## src/rtl/tro_pkg.sv

```systemverilog
// Package for the trimmed ratio optimizer: widths, reset values, register
// indexes and the command/status structs shared by controller and datapath.
// No dependencies.
`default_nettype none
package tro_pkg;

  localparam int DefMaxPoints = 1024;
  localparam int DistW        = 32;
  localparam int CfgW         = 16;
  localparam int CfgIdxW      = 2;
  localparam int CntOutW      = 11;
  localparam int RatioW       = 16;

  localparam logic [CfgW-1:0] MinRatioRst = 16'd3277;
  localparam logic [CfgW-1:0] MaxRatioRst = 16'd64881;
  localparam logic [CfgW-1:0] PenaltyRst  = 16'd9011;

  typedef enum logic [CfgIdxW-1:0] {
    CFG_MIN_RATIO = 2'd0,
    CFG_MAX_RATIO = 2'd1,
    CFG_PENALTY   = 2'd2
  } cfg_idx_e;

  typedef enum logic [1:0] {
    LOG_N   = 2'd0,
    LOG_ID  = 2'd1,
    LOG_SUM = 2'd2
  } log_sel_e;

  typedef struct packed {
    logic     load;
    logic     ins_rd;
    logic     ins_shift;
    logic     ins_put;
    logic     setup;
    logic     log_go;
    log_sel_e log_sel;
    logic     pre_rd;
    logic     pre_acc;
    logic     cand_init;
    logic     cand_rd;
    logic     cand_acc;
    logic     pen;
    logic     cost;
    logic     div_init;
    logic     div_step;
    logic     fin;
  } tro_cmd_t;

  typedef struct packed {
    logic keep;
    logic last;
    logic i_zero;
    logic gt;
    logic n_zero;
    logic k_lt;
    logic id_le;
    logic log_done;
    logic div_done;
  } tro_status_t;

endpackage
`default_nettype wire

```

## src/rtl/tro_ctrl.sv

```systemverilog
// Controller state machine: sequences insertion, search and division.
// Uses tro_pkg command and status structs.
`default_nettype none
module tro_ctrl import tro_pkg::*; (
  input  wire logic        clk_i,
  input  wire logic        rst_ni,
  input  wire logic        in_valid_i,
  output logic             in_stall_o,
  output logic             out_valid_o,
  input  wire logic        out_stall_i,
  input  wire tro_status_t sts_i,
  output tro_cmd_t         cmd_o
);
  typedef enum logic [18:0] {
    S_IDLE     = 19'h00001,
    S_INS_RD   = 19'h00002,
    S_INS_CMP  = 19'h00004,
    S_POST     = 19'h00008,
    S_SETUP    = 19'h00010,
    S_LN_GO    = 19'h00020,
    S_LN_WT    = 19'h00040,
    S_PRE_RD   = 19'h00080,
    S_PRE_ACC  = 19'h00100,
    S_CAND_RD  = 19'h00200,
    S_CAND_ACC = 19'h00400,
    S_LI_GO    = 19'h00800,
    S_LI_WT    = 19'h01000,
    S_LS_GO    = 19'h02000,
    S_LS_WT    = 19'h04000,
    S_PEN      = 19'h08000,
    S_COST     = 19'h10000,
    S_DIV      = 19'h20000,
    S_OUT      = 19'h40000
  } state_e;

  state_e state_q, state_d;

  always_comb begin
    state_d       = state_q;
    cmd_o         = '0;
    cmd_o.log_sel = LOG_N;
    case (state_q)
      S_IDLE: begin
        if (in_valid_i) begin
          cmd_o.load = 1'b1;
          state_d    = S_INS_RD;
        end
      end
      S_INS_RD: begin
        if (!sts_i.keep) begin
          state_d = S_POST;
        end else if (sts_i.i_zero) begin
          cmd_o.ins_put = 1'b1;
          state_d       = S_POST;
        end else begin
          cmd_o.ins_rd = 1'b1;
          state_d      = S_INS_CMP;
        end
      end
      S_INS_CMP: begin
        if (sts_i.gt) begin
          cmd_o.ins_shift = 1'b1;
          state_d         = S_INS_RD;
        end else begin
          cmd_o.ins_put = 1'b1;
          state_d       = S_POST;
        end
      end
      S_POST: state_d = sts_i.last ? S_SETUP : S_IDLE;
      S_SETUP: begin
        cmd_o.setup = 1'b1;
        state_d     = sts_i.n_zero ? S_OUT : S_LN_GO;
      end
      S_LN_GO: begin
        cmd_o.log_go = 1'b1;
        state_d      = S_LN_WT;
      end
      S_LN_WT: begin
        if (sts_i.log_done) state_d = S_PRE_RD;
      end
      S_PRE_RD: begin
        if (sts_i.k_lt) begin
          cmd_o.pre_rd = 1'b1;
          state_d      = S_PRE_ACC;
        end else begin
          cmd_o.cand_init = 1'b1;
          state_d         = S_CAND_RD;
        end
      end
      S_PRE_ACC: begin
        cmd_o.pre_acc = 1'b1;
        state_d       = S_PRE_RD;
      end
      S_CAND_RD: begin
        if (sts_i.id_le) begin
          cmd_o.cand_rd = 1'b1;
          state_d       = S_CAND_ACC;
        end else begin
          cmd_o.div_init = 1'b1;
          state_d        = S_DIV;
        end
      end
      S_CAND_ACC: begin
        cmd_o.cand_acc = 1'b1;
        state_d        = S_LI_GO;
      end
      S_LI_GO: begin
        cmd_o.log_go  = 1'b1;
        cmd_o.log_sel = LOG_ID;
        state_d       = S_LI_WT;
      end
      S_LI_WT: begin
        cmd_o.log_sel = LOG_ID;
        if (sts_i.log_done) state_d = S_LS_GO;
      end
      S_LS_GO: begin
        cmd_o.log_go  = 1'b1;
        cmd_o.log_sel = LOG_SUM;
        state_d       = S_LS_WT;
      end
      S_LS_WT: begin
        cmd_o.log_sel = LOG_SUM;
        if (sts_i.log_done) state_d = S_PEN;
      end
      S_PEN: begin
        cmd_o.pen = 1'b1;
        state_d   = S_COST;
      end
      S_COST: begin
        cmd_o.cost = 1'b1;
        state_d    = S_CAND_RD;
      end
      S_DIV: begin
        if (sts_i.div_done) begin
          cmd_o.fin = 1'b1;
          state_d   = S_OUT;
        end else begin
          cmd_o.div_step = 1'b1;
        end
      end
      S_OUT: begin
        if (!out_stall_i) state_d = S_IDLE;
      end
      default: state_d = S_IDLE;
    endcase
  end

  always_ff @(posedge clk_i or negedge rst_ni) begin
    if (!rst_ni) state_q <= S_IDLE;
    else         state_q <= state_d;
  end

  assign in_stall_o  = (state_q != S_IDLE);
  assign out_valid_o = (state_q == S_OUT);

`ifndef SYNTH
  a_out_after_setup_or_div: assert property (@(posedge clk_i) disable iff (!rst_ni)
    $rose(out_valid_o) |-> ($past(state_q) == S_SETUP || $past(state_q) == S_DIV))
    else $error("result raised outside setup or divide");
  a_no_accept_busy: assert property (@(posedge clk_i) disable iff (!rst_ni)
    cmd_o.load |-> (state_q == S_IDLE && !out_valid_o))
    else $error("input taken while busy");
  a_log_wait_sel: assert property (@(posedge clk_i) disable iff (!rst_ni)
    cmd_o.log_go |=> (cmd_o.log_sel == $past(cmd_o.log_sel)))
    else $error("log select changed during conversion");
`endif
endmodule
`default_nettype wire

```

## config.mk

```make
export PLATFORM = sky130hd
export DESIGN_NAME = tro_ctrl
export DESIGN_NICKNAME = d
export VERILOG_FILES = /design/src/rtl/tro_pkg.sv /design/src/rtl/tro_ctrl.sv
export SDC_FILE = /design/constraint.sdc
export NUM_CORES = 1
export LEC_CHECK = 0
export ABC_AREA = 1
export BUFFER_PORTS_ARGS = -buffer_cell sky130_fd_sc_hd__buf_4
export CORE_UTILIZATION = 50
export DETAILED_ROUTE_END_ITERATION = 8
export HOLD_SLACK_MARGIN = 0.1
export PLACE_DENSITY = 0.75
export SKIP_LAST_GASP = 1
export SLEW_MARGIN = 10
export SYNTH_ARGS = -nofsm -noshare
export SYNTH_HDL_FRONTEND = slang
export SYNTH_SLANG_ARGS = --single-unit
```

## constraint.sdc

```tcl
create_clock -name clk_i -period 2.65 [get_ports clk_i]
set_input_delay 0.265 -clock clk_i [delete_from_list [all_inputs] [get_ports clk_i]]
set_output_delay 0.265 -clock clk_i [all_outputs]
set_load 0.005 [all_outputs]
```

== Word-level counts from Yosys, hierarchy flattened ==
Index checks and enable logic that the tools add are counted.

* Memories kept: 0
* Output and inout bits: 20
* Input bits: 13
* Bits in writable memories: 0
* Memory bits (read-only): 0
* Register bits: 19
* Word-level logic and storage cells: 74
* Bits in latches: 0

* Bitwise logic cells: 0
* Equality and inequality tests: 26
* Magnitude comparators: 0
* Multipliers: 0
* Mux-type cells: 43
* Reductions and logical operators: 4
* Divide/modulo/power cells: 0
* $add $sub $neg: 0
* Shift operators: 0

{| class="wikitable"
|+ Operator list
! cell !! count
|-
| 19-bit case mux with 19 select lines || 1
|-
| 19-bit two-way mux || 8
|-
| 1-bit two-way mux || 26
|-
| 19-bit by 1-bit equality test with 1-bit output (second input constant) || 1
|-
| 19-bit by 10-bit equality test with 1-bit output (second input constant) || 1
|-
| 19-bit by 11-bit equality test with 1-bit output (second input constant) || 1
|-
| 19-bit by 12-bit equality test with 1-bit output (second input constant) || 1
|-
| 19-bit by 13-bit equality test with 1-bit output (second input constant) || 1
|-
| 19-bit by 14-bit equality test with 1-bit output (second input constant) || 1
|-
| 19-bit by 15-bit equality test with 1-bit output (second input constant) || 1
|-
| 19-bit by 16-bit equality test with 1-bit output (second input constant) || 1
|-
| 19-bit by 17-bit equality test with 1-bit output (second input constant) || 1
|-
| 19-bit by 18-bit equality test with 1-bit output (second input constant) || 1
|-
| 19-bit equality test (second input constant) || 1
|-
| 19-bit by 2-bit equality test with 1-bit output (second input constant) || 1
|-
| 19-bit by 3-bit equality test with 1-bit output (second input constant) || 1
|-
| 19-bit by 4-bit equality test with 1-bit output (second input constant) || 1
|-
| 19-bit by 5-bit equality test with 1-bit output (second input constant) || 1
|-
| 19-bit by 6-bit equality test with 1-bit output (second input constant) || 1
|-
| 19-bit by 7-bit equality test with 1-bit output (second input constant) || 1
|-
| 19-bit by 8-bit equality test with 1-bit output (second input constant) || 1
|-
| 19-bit by 9-bit equality test with 1-bit output (second input constant) || 1
|-
| 19-bit by 1-bit != test with 1-bit output (second input constant) || 1
|-
| 18-bit two-way mux || 1
|-
| 10 further kinds || 17
|}

== Logic depth before layout (Yosys ltp) ==
Gate-level depths: netlist (run 1).

* Word-level depth: 3
* Gate-level depth with buffers: 11
* Mapped depth without buffers: 11

== Least setup slack after synthesis (run 1) ==
OpenSTA, ideal clock, no wires.

* Path kind: reg2reg
* Start point: register state_q[0]
* End point: register state_q[6]
* Slack: 1.146 ns
* Cell stages (with the launch flop): 12
* Data required time: 2.535 ns
* Arrival time: 1.389 ns
* Cells stage by stage: dfstp_2 nor2_2 nand2_2 nor2_8 nand4_1 nand2_1 nor2_4 nand2_8 inv_4 nand2_2 o21ai_2 inv_2

* Longest elaborated chain between the ends: 3
* Elaborated cells on any way between the ends: 27
* Classes of those cells: eq/ne: 25; mux: 1; reduce/logical: 1

{| class="wikitable"
|+ Ends and longest elaborated chain
! element !! line !! text
|-
| start: declaration || tro_ctrl.sv:36 || <nowiki>state_e state_q, state_d;</nowiki>
|-
| start signal: assignment || tro_ctrl.sv:150 || <nowiki>else state_q <= state_d;</nowiki>
|-
| 19-bit by 7-bit equality test with 1-bit output (tied with other cells) || tro_ctrl.sv:42 || <nowiki>case (state_q)</nowiki>
|-
| 2-bit != test (no source line) || n/a ||
|-
| 6-bit AND reduction (no source line) || n/a ||
|}

Several ways; a longest one is shown, not always the timed one.
A chain may end at the register's enable or synchronous reset.

==> results of run 1 <==
-- routing by layer --
metal / up-vias / wire, µm
met5: - / 0
met4: 0 / 23
met3: 5 / 153
met2: 49 / 1620
met1: 605 / 1380
li1: 656 / -
-- metrics by stage --
stage / worst slack, ns / std cells / instance area, µm² / util (%)
detailed placement: 0.973 / 247 / 1670 / 65.5
floorplan: 1.15 / 185 / 1390 / -
global route: 0.491 / 252 / 1700 / 67.0
finish: 0.627 / 252 / 1700 / 67.0
CTS: 0.612 / 252 / 1700 / 67.0
global placement: 1.01 / 247 / 1670 / 65.5
-- area by class of cell --
| cell class | count | area, µm² |
|---|---|---|
| fillers | 221 | 841 |
| flip-flops and latches | 19 | 477 |
| well taps | 30 | 37.5 |
| inverters | 36 | 138 |
| repair buffers | 33 | 250 |
| clock buffers | 4 | 26.3 |
| multi-input cells | 130 | 776 |
-- report_power, final --
part           total [W]  switching (W)  internal, W
clock network   0.000150      0.0000917    0.0000587
logic           0.000618       0.000398     0.000219
registers       0.000359      0.0000306     0.000328
total            0.00113       0.000521     0.000607
-- worst max-delay path by stage --
stage / from / endpoint / depth (start not counted)
floorplan: state_q[0] / state_q[6] / 11
global placement: state_q[6] / cmd_o[14] / 6
detailed placement: state_q[8] / cmd_o[14] / 6
CTS: state_q[8] / cmd_o[14] / 6
global route: state_q[2] / cmd_o[2] / 6
finish: state_q[8] / cmd_o[14] / 6
-- placed cells by master (no fill, tap or decap), types with 3 or more instances in the layout --
cell type,n
inv_1,34
nor3_1,9
nand3_2,4
nor2_8,4
o21ai_2,3
nand2_4,4
nand3_1,19
nand2_2,3
nor2_2,8
nor2_1,35
nor2_4,4
dfrtp_1,18
clkbuf_4,3
buf_4,32
o21ai_0,6
nand2_1,23
-- kinds of logic (layout without fill, tap and decap cells) --
family,after synthesis,in the layout,synth area share [%]
simple gates,119,119,50.9
flops,19,19,34.3
buf+inv,36,73,9.90
compound gates,11,11,4.95
==> flow_summary.ini, run 1 <==
[outcome]
status = finished, violations left
failed_checks = DRC

[synthesis]
syn-num-nets = 198
synth-seq-cells = 19
syn_avg_cell_area_um2 = 7.51
synth_area_leaders = dfrtp_1, nor2_1, inv_1
netlist.area_leader.share_pct = 32.4
seq_area_frac_synth_pct = 34.3
synth.cell_area_um2 = 1390
ys_warn_count = 0
synth-main-ff-cell = dfrtp_1
synth.top_cells.by_count = nor2_1, inv_1, nand2_1
synth_edf_count = 0
synth_async_sr_flop_share_pct = 100
yosysTopAreaCell = dfrtp_1
synthCells = 185
synth_cell_types = 25
yosysMostFrequentCell = nor2_1

[drt]
via_count = 1315
routed_via_density = 5.22
ant_nets = 0
drc = 1
wl_per_cell_um = 12.6
drt_iter0_drc = 36
drt-pass1-iter-count = 9
wl_um = 3180

[timing]
setup_viol = 0
period_needed_ns = 2.02
hold_slack_ns = 0.122
skew_ns = 0.00401
hold_viol_final = 0
setup_tns_ns = 0
max_freq_mhz = 494
tightestPinTransition_ns = 0.293
slew_viol_final = 0
maxSlewHeadroom_pct = 80.3
min_period_over_period_pct = 76.3
grt_setup_unrepaired = false

[grt]
grt_pass1_vias = 1100
met3_usage_pct = 3.33
grt_start_max_net_pins = 20
grt.busiest_layer = met2
antenna_found_initial = 0
grt-ovfl-total = 0
grt_pass1_wl_um = 4850
track_usage_pct = 23.5
grtUsageMet2_pct = 41.8
use_met1_pct = 28.9

[worst_hold_path]
min_to = state_q[5]
whs_path_depth = 2
holdCritPathClass = in -> reg
min-delay-start = sts_i[4]

[setup_path]
start_kind = flip-flop
path_max_fanout = 10
cp_top_family = simple AND/OR/NAND/NOR gates
reg2reg_to = state_q[0]
reg2reg_depth = 10
worstReg2RegStart = state_q[8]
crit_path_end_kind = output port
required_ns = 2.38
rrSetupSlack_ns = 1.00
critPathSlowestCell = dfrtp_1
crit_buf_inv = 1
cp_cell_sequence = nor2_2 > nand2_4 > nor2_8 > nand3_1 > o21ai_0 > buf_4
crit_path_max_incr_delay_ns = 0.42
cp.arrival_ns = 1.76
path_class = reg -> out

[job]
max-cap-violations = 0

[cells_and_area]
fin_nets = 236
top_register = state_q
drive_gt1_share_pct = 32.0
diodes = 0
area_growth_pct = 22.6
largest_reg_flops = 19
reg_top3 = state_q: 19 flops

[clock_network]
clkSinkCount = 19
cts_buffers = 3
cts_setup_buffers = 0
clock-root-buffer = clkbuf_4
post_cts_resized = 0
cts.hold.buffers_added = 1
worstSkewPairLatency_ns = 0.30
clkSlewWorstSetupHoldPaths_ns = 0.11
clock_path_buffers = 2
cts_tree = done
htreeDepth = 1

[floorplan]
die-area_um2 = 2990
die-width_um = 54.7
rows = 18
die_h_um = 54.7
coreArea_um2 = 2540
ios = 33
start_util_pct = 54.6

[placement]
io_buffers = 32
place_congestion = 0.864
dp_hpwl_um = 2640

[power_and_ir_drop]
power_w = 0.00113
ir_drop_mv = 0.568
power.density_nw_per_um2 = 661
leakage_nw = 1.03
No activity file was read; power rests on OpenSTA's default activity.
==> run 2, diff against run 1 <==
clock period = 1.96 ns   (was 2.65 ns; I/O delays follow)
==> flow_summary.ini, run 2 (same netlist as run 1, synthesis figures left out) <==
[outcome]
status = finished clean

[drt]
wl_um = 3240
via_count = 1323
ant_nets = 0
wl_per_cell_um = 12.7
drt-pass1-iter-count = 4
drc = 0
drt_iter0_drc = 46
routed_via_density = 5.17

[power_and_ir_drop]
leakage_nw = 1.05
power_w = 0.00155
power.density_nw_per_um2 = 884
ir_drop_mv = 0.726

[timing]
min_period_over_period_pct = 96.5
maxSlewHeadroom_pct = 80.8
slew_viol_final = 0
skew_ns = 0.00783
grt_setup_unrepaired = true
setup_ws_ns = 0.0694
max_freq_mhz = 529
setup_viol = 0
period_needed_ns = 1.89
tightestPinTransition_ns = 0.286
hold_viol_final = 0

[job]
max-cap-violations = 0

[floorplan]
start_util_pct = 54.6
rows = 18
ios = 33
die-width_um = 54.7
die-area_um2 = 2990
die_h_um = 54.7
coreArea_um2 = 2540

[setup_path]
required_ns = 1.76
path_max_fanout = 8
reg2reg_depth = 11
crit_path_end_kind = output port
worstSetupStartpoint = state_q[1]
worstReg2RegStart = state_q[0]
rrSetupSlack_ns = 0.27
crit_end = cmd_o[2]
reg2reg_to = state_q[6]
path_class = reg -> out
cp.arrival_ns = 1.69
start_kind = flip-flop

[clock_network]
htreeDepth = 1
cts_setup_buffers = 0
clock-root-buffer = clkbuf_4
cts_tree = done
clock_path_buffers = 2
clkSlewWorstSetupHoldPaths_ns = 0.12
clkSinkCount = 19
worstSkewPairLatency_ns = 0.31
cts_buffers = 3

[cells_and_area]
final_cell_mix = nor2_1, inv_1, buf_4, nand2_1
diodes = 0
reg_top3 = state_q: 19 flops
largest_reg_flops = 19
drive_gt1_share_pct = 31.9
fin_nets = 240
layout_commonest_cell = nor2_1
postLayoutCoreUtil_pct = 68.9
top_register = state_q
area_growth_pct = 26.2

[grt]
antenna_found_initial = 0
track_usage_pct = 24.5
grt_pass1_vias = 1211
grt_start_max_net_pins = 20
grt-ovfl-total = 0
grt_pass1_wl_um = 5090

[worst_hold_path]
holdCritPathClass = in -> reg

[placement]
dp_slack_ns = 0.288
dp_hpwl_um = 2580
io_buffers = 32
place_congestion = 0.912
-- run 2: report_power, final --
group	internal, W	switching (W)
Clock	0.0000794	0.000129
Combinational	0.000313	0.000536
Sequential	0.000444	0.0000491
-- run 2: through the flow --
| stage | std cells | hold slack, ns | cell area (µm²) | TNS, ns |
|---|---|---|---|---|
| floorplan | 185 | -0.0996 | 1390 | 0 |
| global placement | 247 | 0.0853 | 1670 | 0 |
| detailed placement | 247 | 0.0868 | 1670 | 0 |
| CTS | 256 | 0.155 | 1750 | 0 |
| global route | 256 | 0.168 | 1750 | -0.149 |
| finish | 256 | 0.166 | 1750 | 0 |
-- run 2: metal layers --
layer  track usage (%)  up-vias  part of all wire (%)
met4              10.7        0                   1.4
met1              29.9      617                    44
met2              42.6       38                    51
met5                 0        -                     0
met3              3.06        5                   3.9
li1                  -      663                     -
-- run 2: final cells by class --
class	count	area (µm²)
Clock buffer	4	26.3
Fill cell	219	791
Inverter	36	138
Multi-Input combinational cell	130	786
Sequential cell	19	477
Tap cell	30	37.5
Timing Repair Buffer	37	290
-- run 2: how the worst min path moves through the flow --
stage	end	slack [ns]	start	cells after the start
floorplan	state_q[10]	-0.1	rst_ni	0
global placement	state_q[16]	0.09	rst_ni	1
detailed placement	state_q[3]	0.09	rst_ni	1
CTS	state_q[2]	0.15	sts_i[8]	3
global route	state_q[4]	0.17	sts_i[7]	3
finish	state_q[2]	0.17	sts_i[8]	3
-- run 2: critical path, stage by stage (launching register included) --
cell	delay, ns
dfrtp_1	0.42
nor2_2	0.14
nand2_2	0.13
nor2_4	0.22
nand3_1	0.20
nor2_1	0.14
buf_4	0.12
-- run 2: timing repair --
item,in CTS,in global routing
hold endpoints to repair,23,0
endpoints found under the setup margin,2,7
resized for setup,1,1
hold buffers,5,0
pin swaps,0,1
